<file path="src/sv/sat_pkg.sv">
`timescale 1ns / 1ps

package sat_pkg;

   localparam int CAPACITY_DEFAULT    = 16;
   localparam int KEY_WIDTH_DEFAULT   = 32;
   localparam int VALUE_WIDTH_DEFAULT = 32;

   localparam int CMD_FIELD_WIDTH    = 3;
   localparam int KEY_FIELD_WIDTH    = 32;
   localparam int VALUE_FIELD_WIDTH  = 32;
   localparam int POS_FIELD_WIDTH    = 4;
   localparam int STATUS_FIELD_WIDTH = 3;
   localparam int COUNT_FIELD_WIDTH  = 5;

   localparam logic [CMD_FIELD_WIDTH-1:0] CMD_INSERT  = 3'd0;
   localparam logic [CMD_FIELD_WIDTH-1:0] CMD_REMOVE  = 3'd1;
   localparam logic [CMD_FIELD_WIDTH-1:0] CMD_GET     = 3'd2;
   localparam logic [CMD_FIELD_WIDTH-1:0] CMD_CLEAR   = 3'd3;
   localparam logic [CMD_FIELD_WIDTH-1:0] CMD_READ_AT = 3'd4;

   typedef enum logic [STATUS_FIELD_WIDTH-1:0] {
      STATUS_FULL     = 3'd0,
      STATUS_REPLACED = 3'd1,
      STATUS_ADDED    = 3'd2,
      STATUS_HIT      = 3'd3,
      STATUS_MISS     = 3'd4,
      STATUS_CLEARED  = 3'd5
   } status_type;

   typedef enum logic [1:0] {
      WR_NONE   = 2'd0,
      WR_MATCH  = 2'd1,
      WR_APPEND = 2'd2,
      WR_SHIFT  = 2'd3
   } wr_sel_type;

   typedef struct packed {
      logic [CMD_FIELD_WIDTH-1:0]   cmd;
      logic [KEY_FIELD_WIDTH-1:0]   key;
      logic [VALUE_FIELD_WIDTH-1:0] value;
      logic [POS_FIELD_WIDTH-1:0]   position;
   } req_word_type;

   typedef struct packed {
      logic [STATUS_FIELD_WIDTH-1:0] status;
      logic [KEY_FIELD_WIDTH-1:0]    key_out;
      logic [VALUE_FIELD_WIDTH-1:0]  value_out;
      logic [COUNT_FIELD_WIDTH-1:0]  entry_count;
   } rsp_word_type;

   typedef struct packed {
      logic       load;
      logic       scan_step;
      logic       shift_start;
      logic       rd_pos;
      wr_sel_type wr_sel;
      logic       count_inc;
      logic       count_dec;
      logic       count_clr;
      logic       res_load;
      logic       res_data;
      status_type res_status;
      logic       out_load;
   } ctl_cmd_type;

   typedef struct packed {
      logic [CMD_FIELD_WIDTH-1:0] cmd;
      logic                       full;
      logic                       pos_ok;
      logic                       hit;
      logic                       miss;
      logic                       pend;
      logic                       shift_done;
      logic                       out_free;
   } ctl_stat_type;

endpackage

</file>
<file path="src/sv/sat_ram.sv">
`timescale 1ns / 1ps

module sat_ram #(
   parameter int WIDTH = 64,
   parameter int DEPTH = 16
) (
   input  logic                     clock,
   input  logic                     wr_en,
   input  logic [$clog2(DEPTH)-1:0] wr_addr,
   input  logic [WIDTH-1:0]         wr_data,
   input  logic [$clog2(DEPTH)-1:0] rd_addr,
   output logic [WIDTH-1:0]         rd_data
);

   logic [WIDTH-1:0] mem_ff [DEPTH];
   logic [WIDTH-1:0] rd_data_ff;

   always_ff @(posedge clock) begin
      if (wr_en) begin
         mem_ff[wr_addr] <= wr_data;
      end
      rd_data_ff <= mem_ff[rd_addr];
   end

   assign rd_data = rd_data_ff;

endmodule

</file>
<file path="src/sv/sat_datapath.sv">
`timescale 1ns / 1ps

module sat_datapath #(
   parameter int CAPACITY    = sat_pkg::CAPACITY_DEFAULT,
   parameter int KEY_WIDTH   = sat_pkg::KEY_WIDTH_DEFAULT,
   parameter int VALUE_WIDTH = sat_pkg::VALUE_WIDTH_DEFAULT
) (
   input  logic                  clock,
   input  logic                  reset,
   input  sat_pkg::req_word_type req_word,
   input  sat_pkg::ctl_cmd_type  ctl,
   output sat_pkg::ctl_stat_type stat,
   output logic                  rsp_valid,
   input  logic                  rsp_stall,
   output sat_pkg::rsp_word_type rsp_word
);

   localparam int AW     = $clog2(CAPACITY);
   localparam int CW     = $clog2(CAPACITY + 1);
   localparam int DW     = KEY_WIDTH + VALUE_WIDTH;
   localparam int KFW    = sat_pkg::KEY_FIELD_WIDTH;
   localparam int VFW    = sat_pkg::VALUE_FIELD_WIDTH;
   localparam int NFW    = sat_pkg::COUNT_FIELD_WIDTH;
   localparam int KEEP_K = (KEY_WIDTH < KFW) ? KEY_WIDTH : KFW;
   localparam int KEEP_V = (VALUE_WIDTH < VFW) ? VALUE_WIDTH : VFW;

   logic [sat_pkg::CMD_FIELD_WIDTH-1:0] cmd_ff, cmd_in;
   logic [KEY_WIDTH-1:0]                key_ff, key_in;
   logic [VALUE_WIDTH-1:0]              val_ff, val_in;
   logic [sat_pkg::POS_FIELD_WIDTH-1:0] pos_ff, pos_in;
   logic [CW-1:0]                       count_ff, count_in;
   logic [CW-1:0]                       idx_ff, idx_in;
   logic                                pend_ff, pend_in;
   logic [AW-1:0]                       pidx_ff, pidx_in;
   sat_pkg::status_type                 res_status_ff, res_status_in;
   logic [KFW-1:0]                      res_key_ff, res_key_in;
   logic [VFW-1:0]                      res_val_ff, res_val_in;
   logic                                rsp_valid_ff, rsp_valid_in;
   sat_pkg::rsp_word_type               rsp_ff, rsp_in;

   logic                   more;
   logic                   out_free;
   logic [DW-1:0]          rd_data;
   logic [KEY_WIDTH-1:0]   rd_key;
   logic [VALUE_WIDTH-1:0] rd_val;
   logic                   ram_we;
   logic [AW-1:0]          ram_waddr;
   logic [DW-1:0]          ram_wdata;
   logic [AW-1:0]          ram_raddr;

   sat_ram #(
      .WIDTH (DW),
      .DEPTH (CAPACITY)
   ) u_store (
      .clock   (clock),
      .wr_en   (ram_we),
      .wr_addr (ram_waddr),
      .wr_data (ram_wdata),
      .rd_addr (ram_raddr),
      .rd_data (rd_data)
   );

   always_comb begin
      more     = (idx_ff < count_ff);
      out_free = !rsp_valid_ff || !rsp_stall;
      rd_key   = rd_data[DW-1:VALUE_WIDTH];
      rd_val   = rd_data[VALUE_WIDTH-1:0];

      stat.cmd        = cmd_ff;
      stat.full       = (count_ff >= CW'(CAPACITY));
      stat.pos_ok     = (32'(pos_ff) < 32'(count_ff));
      stat.hit        = pend_ff && (rd_key == key_ff);
      stat.miss       = !more && !stat.hit;
      stat.pend       = pend_ff;
      stat.shift_done = !more && !pend_ff;
      stat.out_free   = out_free;

      if (ctl.rd_pos) begin
         ram_raddr = AW'(pos_ff);
      end else if (more) begin
         ram_raddr = idx_ff[AW-1:0];
      end else begin
         ram_raddr = '0;
      end

      ram_we    = 1'b0;
      ram_waddr = pidx_ff;
      ram_wdata = {key_ff, val_ff};
      case (ctl.wr_sel)
         sat_pkg::WR_MATCH: begin
            ram_we = 1'b1;
         end
         sat_pkg::WR_APPEND: begin
            ram_we    = 1'b1;
            ram_waddr = count_ff[AW-1:0];
         end
         sat_pkg::WR_SHIFT: begin
            ram_we    = 1'b1;
            ram_waddr = pidx_ff - AW'(1);
            ram_wdata = rd_data;
         end
         default: begin
            ram_we = 1'b0;
         end
      endcase

      cmd_in = cmd_ff;
      key_in = key_ff;
      val_in = val_ff;
      pos_in = pos_ff;
      if (ctl.load) begin
         cmd_in = req_word.cmd;
         key_in = KEY_WIDTH'(req_word.key[KEEP_K-1:0]);
         val_in = VALUE_WIDTH'(req_word.value[KEEP_V-1:0]);
         pos_in = req_word.position;
      end

      idx_in  = idx_ff;
      pend_in = pend_ff;
      pidx_in = pidx_ff;
      if (ctl.load) begin
         idx_in  = '0;
         pend_in = 1'b0;
      end else if (ctl.shift_start) begin
         idx_in  = CW'(pidx_ff) + CW'(1);
         pend_in = 1'b0;
      end else if (ctl.scan_step) begin
         pend_in = more;
         if (more) begin
            idx_in  = idx_ff + CW'(1);
            pidx_in = idx_ff[AW-1:0];
         end
      end

      count_in = count_ff;
      if (ctl.count_clr) begin
         count_in = '0;
      end else if (ctl.count_inc) begin
         count_in = count_ff + CW'(1);
      end else if (ctl.count_dec) begin
         count_in = count_ff - CW'(1);
      end

      res_status_in = res_status_ff;
      res_key_in    = res_key_ff;
      res_val_in    = res_val_ff;
      if (ctl.res_load) begin
         res_status_in = ctl.res_status;
         res_key_in    = ctl.res_data ? KFW'(rd_key[KEEP_K-1:0]) : '0;
         res_val_in    = ctl.res_data ? VFW'(rd_val[KEEP_V-1:0]) : '0;
      end

      rsp_in = rsp_ff;
      if (ctl.out_load) begin
         rsp_in.status      = res_status_ff;
         rsp_in.key_out     = res_key_ff;
         rsp_in.value_out   = res_val_ff;
         rsp_in.entry_count = NFW'(count_ff);
      end
      rsp_valid_in = ctl.out_load ? 1'b1 : (rsp_valid_ff && rsp_stall);
   end

   always_ff @(posedge clock) begin
      if (reset) begin
         count_ff     <= '0;
         pend_ff      <= 1'b0;
         rsp_valid_ff <= 1'b0;
      end else begin
         count_ff     <= count_in;
         pend_ff      <= pend_in;
         rsp_valid_ff <= rsp_valid_in;
      end
   end

   always_ff @(posedge clock) begin
      cmd_ff        <= cmd_in;
      key_ff        <= key_in;
      val_ff        <= val_in;
      pos_ff        <= pos_in;
      idx_ff        <= idx_in;
      pidx_ff       <= pidx_in;
      res_status_ff <= res_status_in;
      res_key_ff    <= res_key_in;
      res_val_ff    <= res_val_in;
      rsp_ff        <= rsp_in;
   end

   assign rsp_valid = rsp_valid_ff;
   assign rsp_word  = rsp_ff;

   a_count_bound: assert property (@(posedge clock) disable iff (reset)
      count_ff <= CW'(CAPACITY))
      else $error("entry count above capacity");

   a_shift_has_data: assert property (@(posedge clock) disable iff (reset)
      ctl.wr_sel == sat_pkg::WR_SHIFT |-> pend_ff)
      else $error("shift write without read data");

   a_out_load_free: assert property (@(posedge clock) disable iff (reset)
      ctl.out_load |-> (!rsp_valid_ff || !rsp_stall))
      else $error("result overwritten while held");

endmodule

</file>
<file path="src/sv/sat_controller.sv">
`timescale 1ns / 1ps

module sat_controller (
   input  logic                  clock,
   input  logic                  reset,
   input  logic                  req_valid,
   output logic                  req_stall,
   input  sat_pkg::ctl_stat_type stat,
   output sat_pkg::ctl_cmd_type  ctl
);

   typedef enum logic [5:0] {
      S_IDLE   = 6'b000001,
      S_DECODE = 6'b000010,
      S_SCAN   = 6'b000100,
      S_SHIFT  = 6'b001000,
      S_READ   = 6'b010000,
      S_RESULT = 6'b100000
   } state_type;

   state_type state_ff, state_in;

   always_comb begin
      ctl            = '0;
      ctl.wr_sel     = sat_pkg::WR_NONE;
      ctl.res_status = sat_pkg::STATUS_MISS;
      state_in       = state_ff;
      req_stall      = (state_ff != S_IDLE);

      case (state_ff)
         S_IDLE: begin
            if (req_valid) begin
               ctl.load = 1'b1;
               state_in = S_DECODE;
            end
         end
         S_DECODE: begin
            case (stat.cmd)
               sat_pkg::CMD_INSERT: begin
                  if (stat.full) begin
                     ctl.res_load   = 1'b1;
                     ctl.res_status = sat_pkg::STATUS_FULL;
                     state_in       = S_RESULT;
                  end else begin
                     state_in = S_SCAN;
                  end
               end
               sat_pkg::CMD_REMOVE, sat_pkg::CMD_GET: begin
                  state_in = S_SCAN;
               end
               sat_pkg::CMD_CLEAR: begin
                  ctl.count_clr  = 1'b1;
                  ctl.res_load   = 1'b1;
                  ctl.res_status = sat_pkg::STATUS_CLEARED;
                  state_in       = S_RESULT;
               end
               sat_pkg::CMD_READ_AT: begin
                  if (stat.pos_ok) begin
                     ctl.rd_pos = 1'b1;
                     state_in   = S_READ;
                  end else begin
                     ctl.res_load = 1'b1;
                     state_in     = S_RESULT;
                  end
               end
               default: begin
                  ctl.res_load = 1'b1;
                  state_in     = S_RESULT;
               end
            endcase
         end
         S_SCAN: begin
            if (stat.hit) begin
               ctl.res_load = 1'b1;
               case (stat.cmd)
                  sat_pkg::CMD_INSERT: begin
                     ctl.wr_sel     = sat_pkg::WR_MATCH;
                     ctl.res_status = sat_pkg::STATUS_REPLACED;
                     state_in       = S_RESULT;
                  end
                  sat_pkg::CMD_REMOVE: begin
                     ctl.res_data    = 1'b1;
                     ctl.res_status  = sat_pkg::STATUS_HIT;
                     ctl.shift_start = 1'b1;
                     state_in        = S_SHIFT;
                  end
                  default: begin
                     ctl.res_data   = 1'b1;
                     ctl.res_status = sat_pkg::STATUS_HIT;
                     state_in       = S_RESULT;
                  end
               endcase
            end else if (stat.miss) begin
               ctl.res_load = 1'b1;
               if (stat.cmd == sat_pkg::CMD_INSERT) begin
                  ctl.wr_sel     = sat_pkg::WR_APPEND;
                  ctl.count_inc  = 1'b1;
                  ctl.res_status = sat_pkg::STATUS_ADDED;
               end
               state_in = S_RESULT;
            end else begin
               ctl.scan_step = 1'b1;
            end
         end
         S_SHIFT: begin
            ctl.scan_step = 1'b1;
            if (stat.pend) begin
               ctl.wr_sel = sat_pkg::WR_SHIFT;
            end
            if (stat.shift_done) begin
               ctl.count_dec = 1'b1;
               state_in      = S_RESULT;
            end
         end
         S_READ: begin
            ctl.res_load   = 1'b1;
            ctl.res_data   = 1'b1;
            ctl.res_status = sat_pkg::STATUS_HIT;
            state_in       = S_RESULT;
         end
         S_RESULT: begin
            if (stat.out_free) begin
               ctl.out_load = 1'b1;
               state_in     = S_IDLE;
            end
         end
         default: begin
            state_in = S_IDLE;
         end
      endcase
   end

   always_ff @(posedge clock) begin
      if (reset) begin
         state_ff <= S_IDLE;
      end else begin
         state_ff <= state_in;
      end
   end

   a_accept_decodes: assert property (@(posedge clock) disable iff (reset)
      req_valid && !req_stall |=> state_ff == S_DECODE)
      else $error("accepted word not decoded");

   a_result_waits: assert property (@(posedge clock) disable iff (reset)
      state_ff == S_RESULT && !stat.out_free |=> state_ff == S_RESULT)
      else $error("result state left while output held");

   a_state_onehot: assert property (@(posedge clock) disable iff (reset)
      $onehot(state_ff))
      else $error("state not one-hot");

endmodule

</file>
<file path="src/sv/small_assoc_table_top.sv">
`timescale 1ns / 1ps

// channel   direction  handshake            word
// req       in         req_valid/req_stall  req_word (cmd, key, value, position)
// rsp       out        rsp_valid/rsp_stall  rsp_word (status, key_out, value_out, entry_count)
//
// search commands scan the valid entries, one entry read per cycle
// from the single read port of the entry store
// remove then moves each later entry down one place, with nothing to move when the
// last entry goes; clear, full insert and read at position need no scan
// synchronous reset empties the table; the entry store itself is not cleared
// a new word is taken only while idle; a held result stalls only the final step

module small_assoc_table_top #(
   parameter int CAPACITY    = sat_pkg::CAPACITY_DEFAULT,
   parameter int KEY_WIDTH   = sat_pkg::KEY_WIDTH_DEFAULT,
   parameter int VALUE_WIDTH = sat_pkg::VALUE_WIDTH_DEFAULT
) (
   input  logic                  clock,
   input  logic                  reset,
   input  logic                  req_valid,
   output logic                  req_stall,
   input  sat_pkg::req_word_type req_word,
   output logic                  rsp_valid,
   input  logic                  rsp_stall,
   output sat_pkg::rsp_word_type rsp_word
);

   sat_pkg::ctl_cmd_type  ctl;
   sat_pkg::ctl_stat_type stat;

   sat_controller u_controller (
      .clock     (clock),
      .reset     (reset),
      .req_valid (req_valid),
      .req_stall (req_stall),
      .stat      (stat),
      .ctl       (ctl)
   );

   sat_datapath #(
      .CAPACITY    (CAPACITY),
      .KEY_WIDTH   (KEY_WIDTH),
      .VALUE_WIDTH (VALUE_WIDTH)
   ) u_datapath (
      .clock     (clock),
      .reset     (reset),
      .req_word  (req_word),
      .ctl       (ctl),
      .stat      (stat),
      .rsp_valid (rsp_valid),
      .rsp_stall (rsp_stall),
      .rsp_word  (rsp_word)
   );

endmodule
</file>
<file path="config.mk">
export PLATFORM = sky130hd
export DESIGN_NAME = small_assoc_table_top
export DESIGN_NICKNAME = d
export VERILOG_FILES = /design/src/sv/sat_pkg.sv /design/src/sv/sat_ram.sv /design/src/sv/sat_datapath.sv /design/src/sv/sat_controller.sv /design/src/sv/small_assoc_table_top.sv
export SDC_FILE = /design/constraint.sdc
export NUM_CORES = 2
export LEC_CHECK = 0
export BUFFER_PORTS_ARGS = -buffer_cell sky130_fd_sc_hd__buf_4
export CAP_MARGIN = 40
export CORE_MARGIN = 1.5
export CORE_UTILIZATION = 50
export DETAILED_ROUTE_END_ITERATION = 6
export PLACE_DENSITY = 0.66
export REMOVE_ABC_BUFFERS = 1
export SYNTH_ARGS = -nofsm -noshare
export SYNTH_HDL_FRONTEND = slang
export SYNTH_SLANG_ARGS = --single-unit
</file>
<file path="constraint.sdc">
create_clock -name clock -period 7.5 [get_ports clock]
set_input_delay 1.5 -clock clock [delete_from_list [all_inputs] [get_ports clock]]
set_output_delay 1.5 -clock clock [all_outputs]
set_load 0.02 [all_outputs]
</file>
======== After elaboration in Yosys (flattened, before gate mapping) ========
Memories as Yosys holds them, arrays and structs flattened. A register that Yosys moved wholly into a read port is not among the register bits.
Index checks and enable logic that the tools add are counted.
W data, S select, Z words.
operators by class
  $add $sub $neg .......................... 5
  eq/ne operators ......................... 19
  bitwise gates (word level) .............. 2
  multipliers ............................. 0
  $lt $le $gt $ge ......................... 3
  mux-type cells .......................... 64
  shifts and indexed selects .............. 0
  divide/modulo/power cells ............... 0
  reduce and logical (&&, ||, !) cells .... 21
operator list
  operator               count
  $mux W64               1
  $mux W6                8
  $pmux W6 S6            1
  $eq A32 B32 Y1         1
  $mux W1                29
  $mux W5                5
  $mux W3                6
  $pmux W6 S3            1
  $add A5 B1 Y5 const B  2
  $pmux W3 S3            1
  $mux W4                2
  $pmux W4 S2            1
  $reduce_and A4 Y1      2
  $eq A3 B2 Y1 const B   2
  $eq A6 B1 Y1 const B   1
  $eq A6 B2 Y1 const B   1
  $eq A6 B3 Y1 const B   1
  $eq A6 B4 Y1 const B   1
  $eq A6 B5 Y1 const B   1
  $eq A6 B6 Y1 const B   1
  $mux W2                3
  $ne A6 B1 Y1 const B   1
  $pmux W1 S3            2
  $pmux W3 S2            1
  24 further kinds       39
word-level totals
  bits of input ports ..................... 75
  register bits after elaboration ......... 232
  memories ................................ 1
  bits in writable memories ............... 1024
  output and inout port bits .............. 74
  latch bits .............................. 0
  bits in read-only memories .............. 0
  logic and storage cells ................. 132
memory list
  name                       words  bits a word  read ports  clocked after Yosys merged registers in  wr ports  RTL line       RTL
  u_datapath.u_store.mem_ff  16     64           1           1                                        1         sat_ram.sv:15  logic [WIDTH-1:0] mem_ff [DEPTH];

======== Longest topological paths before layout ========
  word-level depth ........................ 12
  depth in mapped cells ................... 16
  gate-level depth less buffers ........... 16

======== Hierarchy ========
From an unflattened synthesis, not the netlist that was laid out.
second synthesis, totals
  cells, all modules ...................... 2276
  area, all modules ....................... 49227.2 um2
modules (own cells, without submodules)
  module          cells each  area each (um2)  seq. area each (um2)  instances
  sat_ram         1647        39581.7          32030.7               1
  sat_datapath    544         9054.9           6666.4                1
  sat_controller  85          590.6            120.1                 1

======== Least setup slack after synthesis ========
OpenSTA, ideal clock, no wires.
  path kind ............................... flip-flop to flip-flop
  start point ............................. register u_datapath.u_store.rd_data_ff[61] (netlist: u_datapath.u_store.rd_data[61]), read port of u_datapath.u_store.mem_ff
  end point ............................... memory u_datapath.u_store.mem_ff[2][0] (enable)
  library setup time ...................... 486 ps
  clock period less this slack ............ 5860 ps
  cell stages (with the launch flop) ...... 9
  required time ........................... 7014 ps
  arrival time ............................ 5374 ps
  buffers on the path ..................... 0
  path slack .............................. 1640 ps
  cells stage by stage .................... dfxtp_1 -> nor2b_1 -> or4_1 -> or4_4 -> nor4_4 -> or3_1 -> o211ai_1 -> or4b_4 -> nor2_1
between the ends
  word-level cells in the longest chain between the ends .. 12
  elaborated cells between the ends (all ways) .. 15
  classes of those cells .................. eq/ne (4); mux (7); reduce/logical (4)
RTL lines
  what                                          RTL line              RTL
  start: declaration                            sat_ram.sv:16         logic [WIDTH-1:0] rd_data_ff;
  $eq A32 B32 Y1 *                              sat_datapath.sv:72    stat.hit = pend_ff && (rd_key == key_ff);
  $logic_and A1 B1 Y1 *                         sat_datapath.sv:72
  $logic_not A1 Y1                              sat_datapath.sv:73    stat.miss = !more && !stat.hit;
  $logic_and A1 B1 Y1                           sat_datapath.sv:73
  $mux W3                                       sat_controller.sv:93  end else if (stat.miss) begin
  $mux W2 *                                     sat_controller.sv:73  if (stat.hit) begin
  $pmux W2 S2 *                                 sat_controller.sv:30  case (state_ff)
  $eq A2 B1 Y1 or $eq A2 B2 Y1 (tied branches)  sat_datapath.sv:89    case (ctl.wr_sel)
  $reduce_or A3 Y1 (no source line)             n/a
  $mux W1                                       sat_datapath.sv:89
  $mux W1                                       sat_ram.sv:19         if (wr_en) begin
  $mux W1 (not written as such)                 sat_ram.sv:20         mem_ff[wr_addr] <= wr_data;
  end: declaration                              sat_ram.sv:15
Every way passes the cells marked *; elsewhere a longest branch is shown, timed or not.

======== Worst setup path in the final report ========
  start point ............................. register u_datapath.key_ff[22]
  end point ............................... memory u_datapath.u_store.mem_ff[10][8] (enable)
between the ends
  word-level cells in the longest chain between the ends .. 12
  elaborated cells between the ends (all ways) .. 15
  classes of those cells .................. eq/ne (4); mux (7); reduce/logical (4)
RTL lines
  what                                          RTL line              RTL
  start: declaration                            sat_datapath.sv:28    logic [KEY_WIDTH-1:0] key_ff, key_in;
  start signal: assignment                      sat_datapath.sv:177   key_ff <= key_in;
  $eq A32 B32 Y1 *                              sat_datapath.sv:72
  $logic_and A1 B1 Y1 *                         sat_datapath.sv:72
  $logic_not A1 Y1                              sat_datapath.sv:73
  $logic_and A1 B1 Y1                           sat_datapath.sv:73
  $mux W3                                       sat_controller.sv:93
  $mux W2 *                                     sat_controller.sv:73
  $pmux W2 S2 *                                 sat_controller.sv:30
  $eq A2 B1 Y1 or $eq A2 B2 Y1 (tied branches)  sat_datapath.sv:89
  $reduce_or A3 Y1 (no source line)             n/a
  $mux W1                                       sat_datapath.sv:89
  $mux W1                                       sat_ram.sv:19
  $mux W1 (not written as such)                 sat_ram.sv:20
Marked as above.

==> flow_summary.json <==
{
  "path_clk_slew_ns": 0.06,
  "dp_hpwl_um": 72150,
  "layout_commonest_cell": "edfxtp_1",
  "vias": 30485,
  "required_ns": 7.86,
  "power_density_nw_per_um2": 276.2,
  "ys_ff_latch": 1320,
  "outcome": "finished with violations",
  "finalWeightedCongestion": 0.8812,
  "hold_ws_ns": 0.4165,
  "cp_max_fo": 44,
  "numCtsBuffers": 134,
  "startpoint_type": "flop",
  "max_slew_margin_pct": 28.14,
  "endpoint_kind": "flop",
  "fp-row-count": 116,
  "routed_wl_um": 127300,
  "tightest_slew_ns": 1.078,
  "grt-ovfl-total": 0,
  "arrival_ns": 5.54,
  "synth.top_cells.by_area": "edfxtp_1 (74%), nand2_1 (8.1%), nand3_1 (3.8%)",
  "ys_seq_area_share_pct": 76.98,
  "postCtsHoldBufs": 0,
  "initial_core_util_pct": 50.42,
  "layout_common_cells": "edfxtp_1 (1238), nand2_1 (1088), nand3_1 (382)",
  "clk_path_buf_depth": 3,
  "cts_resized": 0,
  "synth.distinct_cells": 66,
  "core_um2": 100000,
  "async_flop_share_pct": 0,
  "ys.flop_type": "edfxtp_1",
  "cts_root_buffer": "clkbuf_16",
  "fp.dieW_um": 320.6,
  "finalSetupViolCount": 0,
  "syn_area_um2": 50420,
  "fin_area_um2": 57730,
  "tritoncts": "yes",
  "fin_skew_ns": 0.02348,
  "final_max_slew_viol_count": 0,
  "fin_util_pct": 57.72,
  "initialDrtViolationCount": 3994,
  "fillers": 7615,
  "clock.fmax_ghz": 0.1929,
  "critPathTopFamily": "simple AND/OR/NAND/NOR gates",
  "grt_util_all_layers_pct": 24.72,
  "drc": 5,
  "layout_min_cycle_time_ns": 5.184,
  "clock_sinks": 1320,
  "yosysTopAreaCell": "edfxtp_1",
  "avgSynthCellArea_um2": 13.76,
  "vdd_drop_max_uv": 193.2,
  "grt_pass1_vias": 28943,
  "vias_per_cell": 5.838,
  "crit_type": "flop to flop",
  "wl_per_cell_um": 24.37,
  "synth_edf_count": 1238,
  "drive_gt1_share_pct": 11.21,
  "path_buf_inv": 1,
  "rsz0062_at_grt": "false",
  "dpl_worst_slack_ns": 2.412,
  "syn_to_final_growth_pct": 14.48,
  "dieArea_um2": 102800,
  "grt_antenna_before_repair": 2,
  "first_pass_iters": 7,
  "grt_pass1_wl_um": 188100,
  "grt_start_max_net_pins": 128,
  "violations": "design-rule violations",
  "insertion_delay_ns": 0.75,
  "p_leak_nw": 20.04,
  "path_cells": "xor2_1 -> nor3_1 -> nand3_1 -> nor4_4 -> o21ai_2 -> o41ai_4 -> or4b_4 -> nor2_4 -> buf_4",
  "min_period_over_period_pct": 69.12,
  "min_path_type": "flop to flop",
  "antennaDiodeCount": 0,
  "cap_violations": 0,
  "io_buffer_count": 148,
  "slowest_stage": "nor4_4",
  "drtAntennaViolNets": 0,
  "die_h_um": 320.6,
  "place_area_um2": 53550,
  "htreeDepth": 4,
  "pin_count": 149,
  "final-hold-violation-count": 0,
  "cts_setup_buffers": 0,
  "setup_ws_ns": 2.316,
  "synth_cells": 3665,
  "cp_slowest_stage_delay_ns": 0.72,
  "ys_warn_count": 0,
  "netlist.area_leader.share_pct": 73.73,
  "tns_ns": 0,
  "nNetsFinal": 3905
}
==> path summary, 6_finish.rpt <==
check                       startpoint                                to  slack [ns]  depth (start not counted)
max              u_datapath.key_ff[22]  u_datapath.u_store.mem_ff[10][8]        2.32                          9
max reg2reg      u_datapath.key_ff[22]  u_datapath.u_store.mem_ff[10][8]        2.32                          9
min          u_datapath.res_key_ff[12]           u_datapath.rsp_word[49]        0.42                          0
min reg2reg  u_datapath.res_key_ff[12]           u_datapath.rsp_word[49]        0.42                          0
==> sequential cells by signal, summed over array words and instances (netlist names) <==
register and flops:
u_controller.state_ff 6, u_datapath.cmd_ff 3, u_datapath.count_ff 5, u_datapath.idx_ff 5, u_datapath.key_ff 32, u_datapath.pend_ff 1
u_datapath.pidx_ff 4, u_datapath.pos_ff 4, u_datapath.res_key_ff 32, u_datapath.res_status_ff 3, u_datapath.res_val_ff 32, u_datapath.rsp_valid 1
u_datapath.rsp_word 72, u_datapath.u_store.mem_ff 1024, u_datapath.u_store.rd_data 64, u_datapath.val_ff 32
==> cell usage after synthesis, drive strengths merged (7+ instances only) <==
| master | count |
|---|---|
| nand4 | 128 |
| inv | 19 |
| xnor2 | 16 |
| o21ai | 82 |
| nand3 | 382 |
| a21o | 7 |
| xor2 | 19 |
| nor3 | 10 |
| mux2i | 75 |
| ha | 12 |
| nand2b | 11 |
| a32oi | 64 |
| clkbuf | 103 |
| nor2 | 34 |
| nand2 | 1091 |
| buf | 99 |
| nor4 | 9 |
| edfxtp | 1238 |
| o211ai | 8 |
| and2 | 67 |
| dfxtp | 82 |
| nor2b | 14 |
| a21oi | 19 |
==> through the flow <==
stage / power [mW] / cells
finish: 15.95 / 5222
global route: 16.40 / 5222
CTS: 16.02 / 5222
detailed placement: 9.711 / 4979
global placement: 9.681 / 4961
floorplan: 9.270 / 3463
==> layout make-up <==
class	count	area, um^2	area share, %
Clock buffer	184	3601	6.238
Clock inverter	59	571.8	0.9905
Inverter	19	73.82	0.1279
Multi-Input combinational cell	2124	10930	18.94
Sequential cell	1320	38820	67.24
Tap cell	1298	1624	2.813
Timing Repair Buffer	218	2103	3.644
==> kinds of logic after synthesis <==
family	count (synthesis)	share of synthesized area, %
buffers and inverters	221	1.806
adder cells (fa/ha/maj)	13	0.3375
multiplexers	77	1.533
AND/OR/NAND/NOR	1781	15.70
XOR/XNOR	35	0.6079
flip-flops	1320	76.98
AO/OA/AOI/OAI	218	3.027
==> report_power, final <==
part | internal [mW] | total (mW) | leakage (nW) | switching (mW)
combinational | 0.146 | 0.898 | 6.17 | 0.752
sequential | 8.59 | 8.67 | 11.8 | 0.0859
clock | 3.60 | 6.37 | 2.03 | 2.77
total | 12.3 | 15.9 | 20.0 | 3.61
==> routing by layer <==
metal	GRT usage (%)	vias to the layer above	share of wire (%)
li1	-	13742	-
met1	36.51	15218	43
met2	37.42	1340	46
met3	4.161	185	8.3
met4	8.341	0	2.8
met5	0	-	0
Power figures use the tool's default switching activity.
